## src/rtl/rlbd_pkg.sv

```systemverilog
// ----------------------------------------------------------------------------
// rlbd_pkg
// shared types, codes and constants of the rgb led breathing dimmer
// ----------------------------------------------------------------------------
package rlbd_pkg;

    // parameter defaults
    localparam int NUM_CHANNELS_DEF = 3;
    localparam int LEVEL_BITS_DEF   = 4;

    // field widths
    localparam int OPCODE_W   = 2;
    localparam int CHAN_W     = 2;
    localparam int VALUE_W    = 8;
    localparam int NIBBLE_W   = 4;
    localparam int LEVEL_W    = 4;
    localparam int S_TDATA_W  = 16;
    localparam int S_TUSER_W  = 2;
    localparam int M_TDATA_W  = 8;

    // configuration registers
    localparam int CFG_DATA_W  = 12;
    localparam int CFG_INDEX_W = 2;
    localparam int BASE_W      = 12;
    localparam int STEP_W      = 8;
    localparam int TICK_W      = 8;

    localparam logic [BASE_W-1:0] PERIOD_BASE_RST = BASE_W'(1000);
    localparam logic [STEP_W-1:0] PERIOD_STEP_RST = STEP_W'(100);
    localparam logic [TICK_W-1:0] TICK_PERIOD_RST = TICK_W'(50);

    typedef enum logic [CFG_INDEX_W-1:0] {
        CFG_PERIOD_BASE = 2'd0,
        CFG_PERIOD_STEP = 2'd1,
        CFG_TICK_PERIOD = 2'd2
    } cfg_index_t;

    // ramp engine and serial divider
    localparam int RAMP_W     = 16;
    localparam int DIV_W      = 16;
    localparam int DIV_STEP_W = 5;
    localparam int PROD_W     = RAMP_W + TICK_W;
    localparam int NUM_W      = PROD_W + LEVEL_W;

    typedef enum logic [OPCODE_W-1:0] {
        OP_BRIGHTNESS = 2'd0,
        OP_DIRECT     = 2'd1,
        OP_TICK       = 2'd2
    } opcode_t;

    typedef enum logic [1:0] {
        MODE_INACTIVE = 2'd0,
        MODE_ACTIVE   = 2'd2
    } channel_mode_t;

    typedef enum logic [1:0] {
        DIR_HOLD = 2'd0,
        DIR_DARK = 2'd1,
        DIR_UP   = 2'd2
    } ramp_dir_t;

    typedef enum logic [3:0] {
        ST_IDLE,
        ST_DECODE,
        ST_EMIT_SET,
        ST_LIMIT_WAIT,
        ST_MUL_COUNT,
        ST_MUL_PEAK,
        ST_LVL_START,
        ST_LVL_WAIT,
        ST_EMIT_LVL
    } ctrl_state_t;

    // controller to datapath
    typedef struct packed {
        logic accept;
        logic arm;
        logic disarm_one;
        logic disarm_all;
        logic stop;
        logic div_limit;
        logic ramp_update;
        logic mul_count;
        logic mul_peak;
        logic div_level;
        logic emit_set;
        logic emit_level;
    } rlbd_cmd_t;

    // datapath to controller
    typedef struct packed {
        opcode_t op;
        logic    ch_ok;
        logic    code_nz;
        logic    ticking;
        logic    any_armed;
        logic    div_busy;
        logic    out_free;
        logic    last_ch;
    } rlbd_status_t;

endpackage

```

## src/rtl/rlbd_div.sv

```systemverilog
// ----------------------------------------------------------------------------
// rlbd_div
// restoring serial divider, one quotient bit per cycle
// ----------------------------------------------------------------------------
module rlbd_div
    import rlbd_pkg::*;
(
    input  logic                  aclk,
    input  logic                  aresetn,
    input  logic                  start,
    input  logic [DIV_W-1:0]      rem_init,
    input  logic [DIV_W-1:0]      bits_init,
    input  logic [DIV_W-1:0]      divisor,
    input  logic [DIV_STEP_W-1:0] steps,
    output logic                  busy,
    output logic [DIV_W-1:0]      quot
);

    logic [DIV_W-1:0]      rem_reg, rem_next;
    logic [DIV_W-1:0]      bits_reg, bits_next;
    logic [DIV_W-1:0]      dvsr_reg, dvsr_next;
    logic [DIV_W-1:0]      quot_reg, quot_next;
    logic [DIV_STEP_W-1:0] cnt_reg, cnt_next;
    logic [DIV_W:0]        trial;
    logic [DIV_W:0]        diff;
    logic                  q_bit;

    always_comb begin
        trial = {rem_reg, bits_reg[DIV_W-1]};
        diff  = trial - {1'b0, dvsr_reg};
        q_bit = (trial >= {1'b0, dvsr_reg});

        rem_next  = rem_reg;
        bits_next = bits_reg;
        dvsr_next = dvsr_reg;
        quot_next = quot_reg;
        cnt_next  = cnt_reg;
        if (start) begin
            rem_next  = rem_init;
            bits_next = bits_init;
            dvsr_next = divisor;
            quot_next = '0;
            cnt_next  = steps;
        end else if (cnt_reg != '0) begin
            // remainder stays below the divisor, so the top bit drops out
            rem_next  = q_bit ? diff[DIV_W-1:0] : trial[DIV_W-1:0];
            bits_next = {bits_reg[DIV_W-2:0], 1'b0};
            quot_next = {quot_reg[DIV_W-2:0], q_bit};
            cnt_next  = cnt_reg - DIV_STEP_W'(1);
        end
    end

    always_ff @(posedge aclk) begin
        if (!aresetn) begin
            cnt_reg <= '0;
        end else begin
            cnt_reg <= cnt_next;
        end
    end

    always_ff @(posedge aclk) begin
        rem_reg  <= rem_next;
        bits_reg <= bits_next;
        dvsr_reg <= dvsr_next;
        quot_reg <= quot_next;
    end

    assign busy = (cnt_reg != '0);
    assign quot = quot_reg;

endmodule

```

## src/rtl/rlbd_ctrl.sv

```systemverilog
// ----------------------------------------------------------------------------
// rlbd_ctrl
// sequencer: decodes a request and steps the datapath through a tick
// ----------------------------------------------------------------------------
module rlbd_ctrl
    import rlbd_pkg::*;
(
    input  logic         aclk,
    input  logic         aresetn,
    input  logic         s_tvalid,
    input  rlbd_status_t status,
    output rlbd_cmd_t    cmd
);

    ctrl_state_t state_reg, state_next;

    // next state
    always_comb begin
        state_next = state_reg;
        case (state_reg)
            ST_IDLE: begin
                if (s_tvalid) state_next = ST_DECODE;
            end
            ST_DECODE: begin
                state_next = ST_IDLE;
                case (status.op)
                    OP_BRIGHTNESS: begin
                        if (status.ch_ok && !status.code_nz) state_next = ST_EMIT_SET;
                    end
                    OP_DIRECT: begin
                        if (status.ch_ok) state_next = ST_EMIT_SET;
                    end
                    OP_TICK: begin
                        if (status.ticking && status.any_armed) state_next = ST_LIMIT_WAIT;
                    end
                    default: state_next = ST_IDLE;
                endcase
            end
            ST_EMIT_SET: begin
                if (status.out_free) state_next = ST_IDLE;
            end
            ST_LIMIT_WAIT: begin
                if (!status.div_busy) state_next = ST_MUL_COUNT;
            end
            ST_MUL_COUNT: state_next = ST_MUL_PEAK;
            ST_MUL_PEAK:  state_next = ST_LVL_START;
            ST_LVL_START: state_next = ST_LVL_WAIT;
            ST_LVL_WAIT: begin
                if (!status.div_busy) state_next = ST_EMIT_LVL;
            end
            ST_EMIT_LVL: begin
                if (status.out_free) state_next = status.last_ch ? ST_IDLE : ST_MUL_PEAK;
            end
            default: state_next = ST_IDLE;
        endcase
    end

    // commands
    always_comb begin
        cmd = '0;
        case (state_reg)
            ST_IDLE: cmd.accept = 1'b1;
            ST_DECODE: begin
                case (status.op)
                    OP_BRIGHTNESS: begin
                        cmd.arm        = status.ch_ok && status.code_nz;
                        cmd.disarm_one = status.ch_ok && !status.code_nz;
                    end
                    OP_DIRECT: cmd.disarm_all = status.ch_ok;
                    OP_TICK: begin
                        cmd.stop      = status.ticking && !status.any_armed;
                        cmd.div_limit = status.ticking && status.any_armed;
                    end
                    default: cmd = '0;
                endcase
            end
            ST_EMIT_SET:   cmd.emit_set    = status.out_free;
            ST_LIMIT_WAIT: cmd.ramp_update = !status.div_busy;
            ST_MUL_COUNT:  cmd.mul_count   = 1'b1;
            ST_MUL_PEAK:   cmd.mul_peak    = 1'b1;
            ST_LVL_START:  cmd.div_level   = 1'b1;
            ST_LVL_WAIT:   cmd = '0;
            ST_EMIT_LVL:   cmd.emit_level  = status.out_free;
            default:       cmd = '0;
        endcase
    end

    always_ff @(posedge aclk) begin
        if (!aresetn) begin
            state_reg <= ST_IDLE;
        end else begin
            state_reg <= state_next;
        end
    end

    // a new request never finds the divider still running
    assert property (@(posedge aclk) disable iff (!aresetn)
        (state_reg == ST_IDLE) |-> !status.div_busy)
        else $error("request accepted while divider busy");

endmodule

```

## src/rtl/rlbd_datapath.sv

```systemverilog
// ----------------------------------------------------------------------------
// rlbd_datapath
// channel state, ramp counter, level arithmetic and result register
// ----------------------------------------------------------------------------
module rlbd_datapath
    import rlbd_pkg::*;
#(
    parameter int NUM_CHANNELS = NUM_CHANNELS_DEF,
    parameter int LEVEL_BITS   = LEVEL_BITS_DEF
) (
    input  logic                   aclk,
    input  logic                   aresetn,
    input  logic                   cfg_wr_en,
    input  logic [CFG_INDEX_W-1:0] cfg_index,
    input  logic [CFG_DATA_W-1:0]  cfg_wdata,
    input  logic                   s_tvalid,
    input  logic [S_TDATA_W-1:0]   s_tdata,
    input  logic [S_TUSER_W-1:0]   s_tuser,
    input  logic                   m_tready,
    output logic                   m_tvalid,
    output logic [M_TDATA_W-1:0]   m_tdata,
    output logic                   m_tlast,
    input  rlbd_cmd_t              cmd,
    output rlbd_status_t           status
);

    localparam int CIW = (NUM_CHANNELS > 1) ? $clog2(NUM_CHANNELS) : 1;
    localparam logic [CIW-1:0] LastCh = CIW'(NUM_CHANNELS - 1);
    localparam logic [LEVEL_W-1:0] LevelMask =
        (LEVEL_BITS >= LEVEL_W) ? {LEVEL_W{1'b1}} : LEVEL_W'((1 << LEVEL_BITS) - 1);
    localparam int RcW = RAMP_W + 2;
    localparam int FsW = BASE_W + 1;

    // configuration
    logic [BASE_W-1:0] base_reg, base_next;
    logic [STEP_W-1:0] step_reg, step_next;
    logic [TICK_W-1:0] tick_reg, tick_next;

    // captured request
    opcode_t            op_reg;
    logic [CHAN_W-1:0]  ch_reg;
    logic [VALUE_W-1:0] value_reg;

    // engine state
    logic [LEVEL_W-1:0] peak_reg  [NUM_CHANNELS];
    logic [LEVEL_W-1:0] peak_next [NUM_CHANNELS];
    channel_mode_t      mode_reg  [NUM_CHANNELS];
    channel_mode_t      mode_next [NUM_CHANNELS];
    logic [RAMP_W-1:0]  count_reg, count_next;
    ramp_dir_t          dir_reg, dir_next;
    logic [RAMP_W-1:0]  fade_reg, fade_next;
    logic               ticking_reg, ticking_next;
    logic [CIW-1:0]     ch_idx_reg, ch_idx_next;

    // products
    logic [PROD_W-1:0]  prod_reg, prod_next;
    logic [NUM_W-1:0]   num_reg, num_next;

    // result register
    logic               out_valid_reg, out_valid_next;
    logic [CHAN_W-1:0]  out_ch_reg, out_ch_next;
    logic [LEVEL_W-1:0] out_level_reg, out_level_next;
    logic               out_last_reg, out_last_next;

    logic [CIW-1:0]      ch_sel;
    logic [NIBBLE_W-1:0] code;
    logic [FsW-1:0]      fade_sum;
    logic                any_active;
    logic                any_armed;
    logic                others_active;
    logic                out_free;
    logic [LEVEL_W-1:0]  level_val;

    // divider hookup
    logic                  div_start;
    logic [DIV_W-1:0]      div_rem_init;
    logic [DIV_W-1:0]      div_bits_init;
    logic [DIV_W-1:0]      div_divisor;
    logic [DIV_STEP_W-1:0] div_steps;
    logic                  div_busy;
    logic [DIV_W-1:0]      div_quot;

    // ramp update
    logic [RAMP_W-1:0]     limit_val;
    logic signed [RcW-1:0] limit_s;
    logic signed [RcW-1:0] ramp_c;
    logic [RAMP_W-1:0]     ramp_count_new;
    ramp_dir_t             ramp_dir_new;

    assign ch_sel   = CIW'(ch_reg);
    assign code     = value_reg[VALUE_W-1:NIBBLE_W];
    assign fade_sum = FsW'(base_reg) + FsW'(code) * FsW'(step_reg);
    assign out_free = !out_valid_reg || m_tready;

    always_comb begin
        any_active    = 1'b0;
        any_armed     = 1'b0;
        others_active = 1'b0;
        for (int i = 0; i < NUM_CHANNELS; i++) begin
            if (mode_reg[i] == MODE_ACTIVE) any_active = 1'b1;
            if (mode_reg[i] != MODE_INACTIVE) any_armed = 1'b1;
            if (mode_reg[i] == MODE_ACTIVE && CIW'(i) != ch_sel) others_active = 1'b1;
        end
    end

    // limit check and turn of the shared ramp
    always_comb begin
        limit_val    = (tick_reg != '0) ? div_quot : '0;
        limit_s      = $signed({2'b00, limit_val});
        ramp_c       = $signed({2'b00, count_reg});
        ramp_dir_new = dir_reg;
        case (dir_reg)
            DIR_DARK: ramp_c = ramp_c - RcW'(1);
            DIR_UP:   ramp_c = ramp_c + RcW'(1);
            default:  ramp_c = $signed({2'b00, count_reg});
        endcase
        if (limit_s < ramp_c) begin
            ramp_c       = limit_s;
            ramp_dir_new = DIR_DARK;
        end
        if (ramp_c < $signed(RcW'(0))) begin
            ramp_c       = '0;
            ramp_dir_new = DIR_UP;
        end
        ramp_count_new = ramp_c[RAMP_W-1:0];
    end

    // divider operands: limit is fade / tick over all bits, level needs only
    // a nibble of quotient since count * tick never exceeds the fade period
    always_comb begin
        div_start = cmd.div_limit || cmd.div_level;
        if (cmd.div_level) begin
            div_rem_init  = num_reg[DIV_W+LEVEL_W-1:LEVEL_W];
            div_bits_init = {num_reg[LEVEL_W-1:0], {(DIV_W-LEVEL_W){1'b0}}};
            div_divisor   = fade_reg;
            div_steps     = DIV_STEP_W'(LEVEL_W);
        end else begin
            div_rem_init  = '0;
            div_bits_init = fade_reg;
            div_divisor   = DIV_W'(tick_reg);
            div_steps     = DIV_STEP_W'(DIV_W);
        end
    end

    rlbd_div u_div (
        .aclk      (aclk),
        .aresetn   (aresetn),
        .start     (div_start),
        .rem_init  (div_rem_init),
        .bits_init (div_bits_init),
        .divisor   (div_divisor),
        .steps     (div_steps),
        .busy      (div_busy),
        .quot      (div_quot)
    );

    assign level_val = (fade_reg != '0) ? (div_quot[LEVEL_W-1:0] & LevelMask) : '0;

    // state update
    always_comb begin
        base_next    = base_reg;
        step_next    = step_reg;
        tick_next    = tick_reg;
        peak_next    = peak_reg;
        mode_next    = mode_reg;
        count_next   = count_reg;
        dir_next     = dir_reg;
        fade_next    = fade_reg;
        ticking_next = ticking_reg;
        ch_idx_next  = ch_idx_reg;

        if (cfg_wr_en) begin
            case (cfg_index_t'(cfg_index))
                CFG_PERIOD_BASE: base_next = cfg_wdata[BASE_W-1:0];
                CFG_PERIOD_STEP: step_next = cfg_wdata[STEP_W-1:0];
                CFG_TICK_PERIOD: tick_next = cfg_wdata[TICK_W-1:0];
                default:         base_next = base_reg;
            endcase
        end

        if (cmd.arm) begin
            peak_next[ch_sel] = value_reg[LEVEL_W-1:0] & LevelMask;
            mode_next[ch_sel] = MODE_ACTIVE;
            count_next        = '0;
            dir_next          = DIR_UP;
            fade_next         = RAMP_W'(fade_sum);
            ticking_next      = ticking_reg || !others_active;
        end
        if (cmd.disarm_one) mode_next[ch_sel] = MODE_INACTIVE;
        if (cmd.disarm_all) begin
            for (int i = 0; i < NUM_CHANNELS; i++) mode_next[i] = MODE_INACTIVE;
        end
        if (cmd.stop) ticking_next = 1'b0;
        if (cmd.ramp_update) begin
            count_next  = ramp_count_new;
            dir_next    = ramp_dir_new;
            ch_idx_next = '0;
        end
        if (cmd.emit_level) ch_idx_next = CIW'(ch_idx_reg + 1'b1);
    end

    // result register
    always_comb begin
        out_valid_next = out_valid_reg;
        out_ch_next    = out_ch_reg;
        out_level_next = out_level_reg;
        out_last_next  = out_last_reg;
        if (m_tready) out_valid_next = 1'b0;
        if (cmd.emit_set) begin
            out_valid_next = 1'b1;
            out_ch_next    = ch_reg;
            out_level_next = value_reg[LEVEL_W-1:0] & LevelMask;
            out_last_next  = 1'b1;
        end else if (cmd.emit_level) begin
            out_valid_next = 1'b1;
            out_ch_next    = CHAN_W'(ch_idx_reg);
            out_level_next = level_val;
            out_last_next  = (ch_idx_reg == LastCh);
        end
    end

    assign prod_next = PROD_W'(count_reg) * PROD_W'(tick_reg);
    assign num_next  = NUM_W'(prod_reg) * NUM_W'(peak_reg[ch_idx_reg]);

    always_ff @(posedge aclk) begin
        if (!aresetn) begin
            base_reg      <= PERIOD_BASE_RST;
            step_reg      <= PERIOD_STEP_RST;
            tick_reg      <= TICK_PERIOD_RST;
            for (int i = 0; i < NUM_CHANNELS; i++) begin
                peak_reg[i] <= '0;
                mode_reg[i] <= MODE_INACTIVE;
            end
            count_reg     <= '0;
            dir_reg       <= DIR_HOLD;
            fade_reg      <= '0;
            ticking_reg   <= 1'b0;
            ch_idx_reg    <= '0;
            out_valid_reg <= 1'b0;
        end else begin
            base_reg      <= base_next;
            step_reg      <= step_next;
            tick_reg      <= tick_next;
            peak_reg      <= peak_next;
            mode_reg      <= mode_next;
            count_reg     <= count_next;
            dir_reg       <= dir_next;
            fade_reg      <= fade_next;
            ticking_reg   <= ticking_next;
            ch_idx_reg    <= ch_idx_next;
            out_valid_reg <= out_valid_next;
        end
    end

    always_ff @(posedge aclk) begin
        if (cmd.accept && s_tvalid) begin
            op_reg    <= opcode_t'(s_tuser[OPCODE_W-1:0]);
            ch_reg    <= s_tdata[CHAN_W-1:0];
            value_reg <= s_tdata[CHAN_W+VALUE_W-1:CHAN_W];
        end
        if (cmd.mul_count) prod_reg <= prod_next;
        if (cmd.mul_peak) num_reg <= num_next;
        out_ch_reg    <= out_ch_next;
        out_level_reg <= out_level_next;
        out_last_reg  <= out_last_next;
    end

    always_comb begin
        status.op        = op_reg;
        status.ch_ok     = (32'(ch_reg) < NUM_CHANNELS);
        status.code_nz   = (code != '0);
        status.ticking   = ticking_reg;
        status.any_armed = any_armed;
        status.div_busy  = div_busy;
        status.out_free  = out_free;
        status.last_ch   = (ch_idx_reg == LastCh);
    end

    assign m_tvalid = out_valid_reg;
    assign m_tdata  = {{(M_TDATA_W-CHAN_W-LEVEL_W){1'b0}}, out_level_reg, out_ch_reg};
    assign m_tlast  = out_last_reg;

    // an armed fade always has the engine running
    assert property (@(posedge aclk) disable iff (!aresetn)
        any_active |-> ticking_reg)
        else $error("active channel while engine stopped");

    // the ramp never passes the turning limit, which bounds the level division
    assert property (@(posedge aclk) disable iff (!aresetn)
        cmd.ramp_update |=>
            (PROD_W'(count_reg) * PROD_W'(tick_reg)) <= PROD_W'(fade_reg))
        else $error("ramp count beyond fade period");

    // a faded level never exceeds the channel peak
    assert property (@(posedge aclk) disable iff (!aresetn)
        cmd.emit_level |-> (level_val <= peak_reg[ch_idx_reg]))
        else $error("fade level above peak");

endmodule

```

## src/rtl/rgb_led_breathing_dimmer.sv

```systemverilog
// ----------------------------------------------------------------------------
// rgb_led_breathing_dimmer
// three-channel triangle fade engine driving rgb led levels
// ----------------------------------------------------------------------------
// One request at a time is taken on the s_ side. A brightness set or direct
// set that writes a level gives one result; arming a fade gives none. A
// tick while the engine runs with a channel armed gives one result per
// channel, the last one flagged on m_tlast. The single shared serial
// divider works out the turning limit (fade period / tick period), then
// count * tick * peak / fade period for each channel in turn. A stalled
// m_ side adds its stall to the request in flight; the finished result
// sits in an output register, so the next request is taken while it
// waits. Configuration writes land at once and are meant for idle periods
// only.
// ----------------------------------------------------------------------------
module rgb_led_breathing_dimmer
    import rlbd_pkg::*;
#(
    parameter int NUM_CHANNELS = NUM_CHANNELS_DEF,
    parameter int LEVEL_BITS   = LEVEL_BITS_DEF
) (
    input  logic                   aclk,
    input  logic                   aresetn,

    // configuration write: 0 period_base, 1 period_step, 2 tick_period
    input  logic                   cfg_wr_en,
    input  logic [CFG_INDEX_W-1:0] cfg_index,
    input  logic [CFG_DATA_W-1:0]  cfg_wdata,

    // request channel
    input  logic                   s_tvalid,
    output logic                   s_tready,
    input  logic [S_TDATA_W-1:0]   s_tdata,   // channel[1:0], value[9:2], zero fill
    input  logic [S_TUSER_W-1:0]   s_tuser,   // opcode[1:0]

    // drive register writes
    output logic                   m_tvalid,
    input  logic                   m_tready,
    output logic [M_TDATA_W-1:0]   m_tdata,   // out_channel[1:0], out_level[5:2], zero fill
    output logic                   m_tlast    // final write caused by the request
);

    rlbd_cmd_t    cmd;
    rlbd_status_t status;

    // sequencer: decode, limit division, per-channel level loop
    rlbd_ctrl u_ctrl (
        .aclk     (aclk),
        .aresetn  (aresetn),
        .s_tvalid (s_tvalid),
        .status   (status),
        .cmd      (cmd)
    );

    // channel state, ramp, divider and output register
    rlbd_datapath #(
        .NUM_CHANNELS (NUM_CHANNELS),
        .LEVEL_BITS   (LEVEL_BITS)
    ) u_datapath (
        .aclk      (aclk),
        .aresetn   (aresetn),
        .cfg_wr_en (cfg_wr_en),
        .cfg_index (cfg_index),
        .cfg_wdata (cfg_wdata),
        .s_tvalid  (s_tvalid),
        .s_tdata   (s_tdata),
        .s_tuser   (s_tuser),
        .m_tready  (m_tready),
        .m_tvalid  (m_tvalid),
        .m_tdata   (m_tdata),
        .m_tlast   (m_tlast),
        .cmd       (cmd),
        .status    (status)
    );

    // ready only while the sequencer waits for a request
    assign s_tready = cmd.accept;

endmodule
```

## config.mk

```make
export PLATFORM = sky130hd
export DESIGN_NAME = rgb_led_breathing_dimmer
export DESIGN_NICKNAME = d
export VERILOG_FILES = /design/src/rtl/rlbd_pkg.sv /design/src/rtl/rlbd_div.sv /design/src/rtl/rlbd_ctrl.sv /design/src/rtl/rlbd_datapath.sv /design/src/rtl/rgb_led_breathing_dimmer.sv
export SDC_FILE = /design/constraint.sdc
export NUM_CORES = 1
export LEC_CHECK = 0
export ABC_CLOCK_PERIOD_IN_PS = 4300
export BUFFER_PORTS_ARGS = -buffer_cell sky130_fd_sc_hd__buf_2
export CORE_ASPECT_RATIO = 0.9
export CORE_MARGIN = 10
export CORE_UTILIZATION = 30
export DETAILED_ROUTE_END_ITERATION = 10
export PLACE_DENSITY = 0.42
export SLEW_MARGIN = 20
export SYNTH_ARGS = -nofsm -noshare
export SYNTH_HDL_FRONTEND = slang
export SYNTH_SLANG_ARGS = --single-unit
```

## constraint.sdc

```tcl
create_clock -name aclk -period 4.3 [get_ports aclk]
set_input_delay 0.645 -clock aclk [delete_from_list [all_inputs] [get_ports aclk]]
set_output_delay 0.645 -clock aclk [all_outputs]
set_load 0.005 [all_outputs]
```

Word-level counts from Yosys, hierarchy flattened:

Cells that the tools add are included.

* add/subtract/negate cells: 6
* multiply operators: 3
* magnitude comparators: 7
* eq/ne operators: 26
* mux-type cells: 69
* bitwise gates (word level): 8
* reductions and logical operators: 40

Operator list (number)
* 2-to-1 mux 16 bit: 11
* 2-to-1 mux 4 bit: 11
* case mux 18 bit (2 select lines): 1
* case mux 4 bit (9 select lines): 1
* 2-to-1 mux 2 bit: 14
* multiplier 16 x 8 -> 24 bit: 1
* multiplier 24 x 4 -> 20 bit: 1
* 2-to-1 mux 5 bit: 4
* < comparator 17 x 18 -> 1 bit: 1
* < comparator 18 x 1 -> 1 bit (second input constant): 1
* 2-to-1 mux 18 bit: 1
* adder 16 x 1 -> 17 bit (second input constant): 1
* >= comparator 17 x 13 -> 1 bit: 1
* 2-to-1 mux 1 bit: 17
* subtractor 16 x 1 -> 17 bit (second input constant): 1
* equality test 4 x 3 -> 1 bit (second input constant): 4
* nonzero test 16 bit: 1
* nonzero test 2 bit: 8
* subtractor 16 x 13 -> 16 bit: 1
* equality test 2 bit (second input constant): 7
* adder 12 x 12 -> 13 bit: 1
* bitwise mux 12 bit: 1
* multiplier 4 x 8 -> 12 bit: 1
* 2-to-1 mux 6 bit: 2
* other kinds (39): 66

* register bits after elaboration: 214
* input port bits: 37
* output and inout port bits: 11

Longest topological paths before layout:

Gate-level depths: netlist of the first run.

* depth in word-level cells: 11
* gate-level depth with buffers: 23
* depth with buffers taken out: 21

By module:

From an unflattened synthesis of the first run, not the netlist that was laid out.

* cells, all modules: 1937
* area, all modules: 17732.0 um^2

Modules (own cells, without submodules)
* rlbd_datapath: instances 1, cells an instance 1525, area each 13663.1 um^2, sequential area each 3383.2 um^2
* rlbd_div: instances 1, cells an instance 345, area each 3607.2 um^2, sequential area each 1861.8 um^2
* rlbd_ctrl: instances 1, cells an instance 67, area each 461.7 um^2, sequential area each 80.1 um^2

Worst setup path after synthesis of the first run:

Ideal clock, no wire load.

* kind: reg-to-reg
* from: register u_datapath.count_reg[2]
* to: register u_datapath.prod_reg[19] (data pin)
* setup time: 260 ps
* arrival: 4491 ps
* required time: 4040 ps
* slack: -450 ps
* stages on the path, launching flop included: 18
* buffers on the path: 2
* period minus slack after synthesis: 4750 ps
* cell sequence: dfxtp_1 > buf_2 > clkbuf_1 > nand2_1 > fa_1 > fa_1 > inv_1 > fa_1 > inv_1 > fa_1 > inv_1 > ha_1 > or3_1 > o211ai_1 > a31oi_1 > a311o_1 > a21oi_1 > xnor2_1

* cells in the longest elaborated chain, start to end: 1

Ends and longest elaborated chain
* start, declared: RTL line rlbd_datapath.sv:49 `logic [RAMP_W-1:0] count_reg, count_next;`
* start signal, assigned: RTL line rlbd_datapath.sv:246 `count_reg <= count_next;`
* multiplier 16 x 8 -> 24 bit: RTL line rlbd_datapath.sv:222 `assign prod_next = PROD_W'(count_reg) * PROD_W'(tick_reg);`
* named net u_datapath.prod_next[19]: RTL line rlbd_datapath.sv:56 `logic [PROD_W-1:0] prod_reg, prod_next;`
* end signal, assigned: RTL line rlbd_datapath.sv:261 `if (cmd.mul_count) prod_reg <= prod_next;`
* end, declared: RTL line rlbd_datapath.sv:56

The timed path passes the listed nets, and every way through them passes these cells.
A chain may end at the register's enable or synchronous reset.

Worst setup path in the final report of the first run:

* from: register u_datapath.tick_reg[3]
* to: register u_datapath.prod_reg[19] (data pin)

* cells in the longest elaborated chain, start to end: 1

Ends and longest elaborated chain
* start, declared: RTL line rlbd_datapath.sv:37 `logic [TICK_W-1:0] tick_reg, tick_next;`
* start signal, assigned: RTL line rlbd_datapath.sv:243 `tick_reg <= tick_next;`
* multiplier 16 x 8 -> 24 bit: RTL line rlbd_datapath.sv:222
* named net u_datapath.prod_next[19]: RTL line rlbd_datapath.sv:56

The timed path passes the listed nets, and every way through them passes these cells.

==> results.txt, run 1 <==
The run finished, with violations left. The final reports fail on setup timing. The final clock period utilization by the worst path came out at 1.055. The height of the die came out at 248.2 um. Yosys mapped the design onto 90 distinct sky130hd cell types. STA classifies the critical path startpoint as a flop. After technology mapping, the gate count stands at 1963.

The most instantiated flip-flop cell in the synthesis netlist is dfxtp_1. After detailed routing, the average wire length per cell comes to 16.11 um. The per-instance average area after synthesis is 8.845 um2.

In this run the count of I/O pins placed on the die edge is 48. The remaining max-slew budget at the tightest pin is 0.2908. The data required time at the worst endpoint is 4.59 ns.

The pre-CTS setup slack came out at -0.4363 ns. The number of hold violations in the final report is 0. The number of antenna violations at the first check in global routing came out at 0. The maximum number of pins on one net before global-route repair came out at 56. Clock tree synthesis selected as its root buffer the cell clkbuf_16.

At the later pin of the worst-skew pair, clock insertion delay measures 0.56 ns. The met2 demand-to-capacity share in global routing came out at 0.2259. Leaving out fill and tap cells, the most frequent cell in the layout is nand2_1.

The floorplan has 83 rows. The number of nets with antenna violations after detailed routing is 0. The number of hold buffers added after cts came out at 0.

After routing the design area is 20660 um2. The most crowded layer after global routing is met2. The post-detailed-placement half-perimeter wirelength came out at 36.62 mm. The worst-case IR drop observed on VDD is 0.3611 mV. The global routing met1 resource utilization is 0.1926.

The initial utilization of the core area, before any placement, comes to 0.3034. The detailed router finished its first iteration with 715 violations. The total clock sinks came out at 210. Setup repair after global routing could not meet its margin everywhere. Using the TritonRoute via totals, the vias-per-cell ratio works out to 4.792. The element type at the critical path end is a flop. Across every metal layer, demand over resource in global routing totals 0.1384. Setup violations remaining at the end of the flow were counted as 3. The maximum count of clock buffers along a single path came out at 3. The share of layout cells above drive strength 1 is 0.1758. The biggest fanout along the worst timing path is 6. The count of input and output buffers came out at 39. Routability-driven placement finished with a final weighted congestion of 0.8084. The Yosys step of the flow raised 0 warnings. The register area share after synthesis came out at 0.3015. The area growth from synthesis to layout is 18.97%. The maximum operating frequency is 220.4 MHz. The deepest level of the CTS H-tree came out at 1.

The total grt overflow came out at 0. The count of filler cells inserted in the layout is 5913. The type of the tightest min-delay check is in2reg. The global-route wire length before repair came out at 76.74 mm. Ranked by total cell area, the synthesized netlist is headed by edfxtp_1 18%, fa_1 15%, dfxtp_1 12%, ha_1 7.7%, nand2_1 7.6%. The iteration count of the initial detailed-routing pass is 4. The net count reported at finish is 2365. The area taken by multi-input logic gates came out at 11390 um2. The area of the core came out at 57220 um2.

The number of global-route vias before repair is 14278. The maximum clock skew at final layout is 0.02028 ns. The number of DRC violations after detailed routing is 0. Across the run, the number of max-cap violations was 0. The final cell count without fillers is 2873. The post-layout minimum cycle time is 4.537 ns.

At the pin with the least slew margin, the transition time is 1.061 ns. The post-placement cell area came out at 19360 um2. At the worst endpoint, the arrival time is 4.82 ns. The fraction of post-synthesis cell area in the top cell type by area is 0.1781.

After clock tree synthesis, the clock-pin slew on the worst setup and hold paths is 0.06 ns. The total wire length came out at 46.28 mm. The library cells used most frequently in the layout, excluding fill and tap cells, are 347 x nand2_1, 190 x inv_1, 148 x buf_4, 139 x and2_1, 132 x fa_1. After synthesis the cells add up to 17360 um2.

The number of buffers created by CTS is 25. The number of enable flip-flop cells after synthesis is 103. Of all flip-flops after synthesis, the portion carrying an async set or reset was 0. The number of max-slew violations in the final report is 0. For this block, the via count after detailed routing is 13766. The area taken by flip-flops and latches came out at 5276 um2. The cell type with the largest total area after synthesis is edfxtp_1.

The static power due to leakage came out at 0.008942 uW. The critical path is of the reg2reg type. The floorplan step defined a die boundary enclosing 67910 um2.

TritonCTS built the clock tree. The synthesis-stage register bit count is 210. In this run the horizontal extent of the chip is 273.6 um. For met3 alone, demand over resource in global routing was 0.01582. Counting tap cells, the placed design contains a total of 2817 instances. The power density over the cells came out at 348.2 nW/um2.

The least setup slack across all paths after layout came out at -0.2372 ns. The post-layout utilization of the core is 0.3610.
## synthesized netlist by cell type, types with 21 or more instances
library cell,count
a21boi_0,33
a21oi_1,83
and2_1,153
clkbuf_1,76
dfxtp_1,107
edfxtp_1,103
fa_1,134
ha_1,107
inv_1,201
mux2i_1,24
nand2_1,351
nand3_1,45
nor2_1,66
nor2b_1,29
nor3_1,21
o21ai_0,83
xnor2_1,43
## where the power goes
group          switching [uW]  leakage [uW]  internal [uW]
Combinational            1390       0.00669           1010
Sequential                209       0.00186           2500
Clock                     878      0.000388           1210
## through the flow
step / hold slack, ns / TNS [ns] / total power, uW
3_3_place_gp: 0.4490 / -1.950 / 5038
2_1_floorplan: 0.4374 / -0.09495 / 4347
6_report: 0.2635 / -0.4357 / 7193
5_1_grt: 0.2369 / -1.417 / 7705
4_1_cts: 0.2328 / -0.3869 / 7222
3_5_place_dp: 0.4604 / -2.834 / 5065
## worst max-delay path: stages (launching register included)
cell      delay [ns]
dfxtp_4         0.38
buf_6           0.12
and2_4          0.14
fa_1            0.47
fa_1            0.51
fa_1            0.50
inv_2           0.04
fa_1            0.51
inv_2           0.04
ha_4            0.15
or3_4           0.37
o211ai_1        0.18
buf_4           0.16
a31oi_4         0.09
a311o_1         0.34
a21oi_2         0.18
xnor2_2         0.09
## cells by family (layout without fill, tap and decap cells)
logic type	Yosys count	count (layout)	share of synthesized area
compound gates	358	358	0.1353
xor+xnor	61	61	0.03156
fa+ha+maj	241	241	0.2316
buf+inv	306	447	0.07105
flops	210	210	0.3015
mux	24	24	0.01384
other cells	1	5	0.0002160
simple gates	762	762	0.2149
## path summary, 6_finish.rpt
path	startpoint	end	slack [ns]	cells after the start
worst min register to register	u_datapath.peak_reg[0]	u_datapath.peak_reg[0]	0.46	2
worst min-delay path	s_tdata[8]	u_datapath.value_reg[6]	0.26	1
worst max register to register	u_datapath.tick_reg[3]	u_datapath.prod_reg[19]	-0.24	16
worst max-delay path	u_datapath.tick_reg[3]	u_datapath.prod_reg[19]	-0.24	16
## what timing repair did
action / CTS / global route
setup endpoints to repair: 29 / 38
pin swaps: 15 / 34
gates resized for setup: 51 / 75
buffers inserted: 5 / 4
## final cells by class
cell class	count	share of cell area
timing repair buffer	200	0.07075
clock buffer	36	0.03441
clock inverter	9	0.004422
multi-input combinational	1448	0.5516
sequential	210	0.2554
antenna	3	0.0003634
inverter	202	0.03671
tap	765	0.04634
## routing by layer
metal,up-vias,wire [um],share of wire
li1,6830,-,-
met1,6704,23310,0.50
met2,170,20690,0.45
met3,62,1183,0.026
met4,0,1089,0.024
met5,-,0,0
No activity file was read; power rests on OpenSTA's default activity.
==> run 2: changes to the inputs <==
--- a/config.mk
+++ b/config.mk
@@ -5,6 +5,7 @@
 export SDC_FILE = /design/constraint.sdc
 export NUM_CORES = 1
 export LEC_CHECK = 0
+export ABC_AREA = 1
 export ABC_CLOCK_PERIOD_IN_PS = 4300
 export BUFFER_PORTS_ARGS = -buffer_cell sky130_fd_sc_hd__buf_2
 export CORE_ASPECT_RATIO = 0.9
==> run 2 against run 1 <==
The run now ends clean. Flip-flop and latch count is the same. Sequential share of layout area up 0.074 points. Non-clock buffer count decreased by 54. Maximum frequency is 10% higher. Clock-buffer cell count unchanged. Via count increased by 8.7%. Hold slack improved by 0.0048 ns. Critical path type unchanged. Largest cell class unchanged. Largest power group is now combinational cells. Highest routed layer unchanged.
==> results.txt, run 2 <==
The count of standard-cell rows came out at 84. After synthesis the cells add up to 17820 um2. Traced cell by cell, the critical path runs through buf_8 -> nand2_1 -> inv_1 -> fa_1 -> fa_1 -> fa_1 -> inv_1 -> fa_1 -> inv_1 -> ha_4 -> a21oi_4 -> nor2_2 -> nor2_2 -> nor3_2 -> nor2_1 -> buf_4 -> nand3_1 -> nand2_1. The sum of buffers and inverters on the critical path is 5.

The arrival time at the worst endpoint is 4.41 ns. A synthesized cell averages 7.462 um2. The width of the chip is 276.9 um. TritonCTS built the clock tree. The total grt overflow is 0. The clock slew at the register clock pins of the worst setup and hold paths came out at 0.06 ns. The global placer's final weighted congestion is 0.8507. The post-layout minimum cycle time is 4.114 ns. The sequential cells in the finished layout cover a total of 5283 um2. The maximum operating frequency is 243.0 MHz. The number of hold violations in the final report is 0.

TritonCTS created 26 clock buffers. The number of antenna violations at the first check in global routing came out at 0. The post-placement cell area came out at 19340 um2. The layout has 6328 filler cells. Clock latency on the worst-skew pair, taken at its later pin, is 0.55 ns. The largest total area in the synthesized netlist belongs to edfxtp_1. The number of nets with antenna violations after detailed routing came out at 0.

The power density over the cells is 429.9 nW/um2. The area taken by multi-input logic gates came out at 10660 um2. The number of max-slew violations in the final report is 0. In this run the number of H-tree levels came out at 1. The post-detailed-placement half-perimeter wirelength is 37.23 mm. The total die area came out at 69560 um2. The min-delay analysis places its worst path in the category in2reg. The total number of vias came out at 14964. The data required time at the worst endpoint is 4.59 ns. The setup path with the least slack is of type reg2reg.

Clock tree synthesis selected as its root buffer the cell clkbuf_16. nand2_1 is the most common cell in the netlist. The library cell used most frequently in the layout, excluding fill and tap cells, is nand2_1. The most used flip-flop cell after synthesis is dfxtp_1.

The number of enable flip-flop cells after synthesis is 103. The clock passes through at most 3 buffers. Summed over all layers, the routed wires come to 46.77 mm.

The number of design-rule violations left by the first detailed-router iteration is 814. The async set or reset register ratio after synthesis came out at 0. Of the available clock period, the critical path in the final layout requires 0.9568. The total clock sinks came out at 210. The starting utilization of the core area came out at 0.3038. Headroom to the max-slew limit came out at 0.4498. After technology mapping, the gate count stands at 2388. Leaving out fill and tap cells, the most frequent cells in the layout are 574 x nand2_1, 449 x inv_1, 231 x nor2_1, 134 x fa_1, 118 x nand3_1. The worst setup path is launched from a flop. The average detailed-routed wire length per instance is 14.31 um. The transition time at the pin with the least slew margin is 0.8189 ns. For this run, the slowest stage of the critical path takes 0.54 ns.

The number of global-route vias before repair is 15213. The die is 251.2 um tall. The maximum clock skew at final layout came out at 0.007965 ns. The overall power of the completed layout came out at 8865 uW. The max-cap check violation count is 0. Of the synthesized area, sequential elements account for 0.2938. The signed area change from the synthesized netlist to the final layout came out at 15.73%. The number of synthesis warnings is 0. The most numerous cell type found on the critical path is fa_1. VDD sags by at most 0.3017 mV. Synthesis inferred 210 register bits. The run finished with clean final reports.

The post-layout instance area is 20620 um2. Buffers placed on the I/O ports in this run total 39. Setup repair after global routing could not meet its margin everywhere. The count of different cell masters after synthesis is 52. In the final layout, the share of cells above drive strength 1 is 0.1163.

In the routed design, unresolved DRC markers number 0. The biggest fanout along the worst timing path came out at 11. The per-cell via count in the routed design came out at 4.579. The iteration count of the initial detailed-routing pass is 5.

Entering global routing, the biggest net connects 53 pins. The final count of negative-setup-slack endpoints came out at 0. In the post-synthesis netlist, the biggest area contributors are edfxtp_1 17%, fa_1 15%, nand2_1 12%, dfxtp_1 12%, inv_1 9.5%. The number of top-level pins is 48. By count the netlist is led by 579 x nand2_1, 452 x inv_1, 236 x nor2_1, 134 x fa_1, 118 x nand3_1. The net count reported at finish is 2751. The number of hold buffers added after cts is 0.

The critical path's top delay family is adder cells. The global-route wire length before repair came out at 78.89 mm. The fraction of post-synthesis cell area in the top cell type by area is 0.1736. On the critical path, the stage with the largest delay is an instance of fa_1. The worst setup path is captured at a flop. For this run, the total global-route usage over all layers was measured as 0.1346. The region available for standard cell placement spans 58650 um2. The static power due to leakage came out at 0.01042 uW.
run 2: changes by cell type after synthesis, sizes merged, moves of 18 or more:
cell	previous run	this run
clkbuf	78	51
o21ai	95	131
nor2	69	250
and2	153	7
xnor2	43	22
nand3	45	122
mux2i	24	0
xor2	17	35
nand2	352	585
inv	202	463
nor2b	29	0
a21boi	33	2
a21oi	83	112
run 2: cells by family (layout without fill, tap and decap cells):
family,Yosys count,in the layout,share of synthesized area
compound gates,305,305,0.09431
xor+xnor,57,57,0.02802
other cells,1,3,0.0002105
buf+inv,558,662,0.1225
simple gates,1016,1016,0.2354
flops,210,210,0.2938
fa+ha+maj,241,241,0.2257
run 2: what timing repair did:
action,CTS,global route
gates cloned,0,0
endpoints found under the setup margin,6,12
pin swaps,0,26
setup buffers,0,7
resized for setup,9,67
run 2: metrics by stage:
step	utilization	hold slack (ns)	setup TNS, ns	cells	worst slack [ns]
5_1_grt	0.3516	0.2425	-0.03182	3267	-0.02686
6_report	0.3516	0.2683	0	3268	0.1856
4_1_cts	0.3454	0.2315	0	3260	0.001879
2_1_floorplan	-	0.4292	0	2389	0.005183
3_3_place_gp	0.3298	0.4421	-0.1232	3212	-0.05759
3_5_place_dp	0.3298	0.4523	-0.1857	3212	-0.06639
run 2: per-layer routing:
metal	vias up	wire length [um]	global-route usage
li1	7603	-	-
met1	7122	23200	0.1826
met2	199	21420	0.2292
met3	40	1386	0.01469
met4	0	772	0.02406
met5	-	0	0
run 2: final timing paths:
check / endpoint / slack [ns] / cells after the start / start
worst max-delay path: u_datapath.prod_reg[19] / 0.19 / 18 / u_datapath.tick_reg[4]
worst min-delay path: u_datapath.ch_reg[1] / 0.27 / 1 / s_tdata[1]
worst max register to register: u_datapath.prod_reg[19] / 0.19 / 18 / u_datapath.tick_reg[4]
worst min register to register: u_datapath.peak_reg[4] / 0.46 / 2 / u_datapath.peak_reg[4]
run 2: power by group:
group	switching (uW)	leakage [uW]	internal (uW)
logic	2370	0.00810	1400
registers	200	0.00187	2630
clock network	901	0.000449	1370
run 2: area by class of cell:
class / instances / share of cell area
repair buffers: 146 / 0.05127
inverters: 468 / 0.08525
diodes: 1 / 0.0001214
well taps: 774 / 0.04696
flip-flops and latches: 210 / 0.2562
clock buffers: 36 / 0.03738
clock inverters: 12 / 0.005946
multi-input cells: 1621 / 0.5169
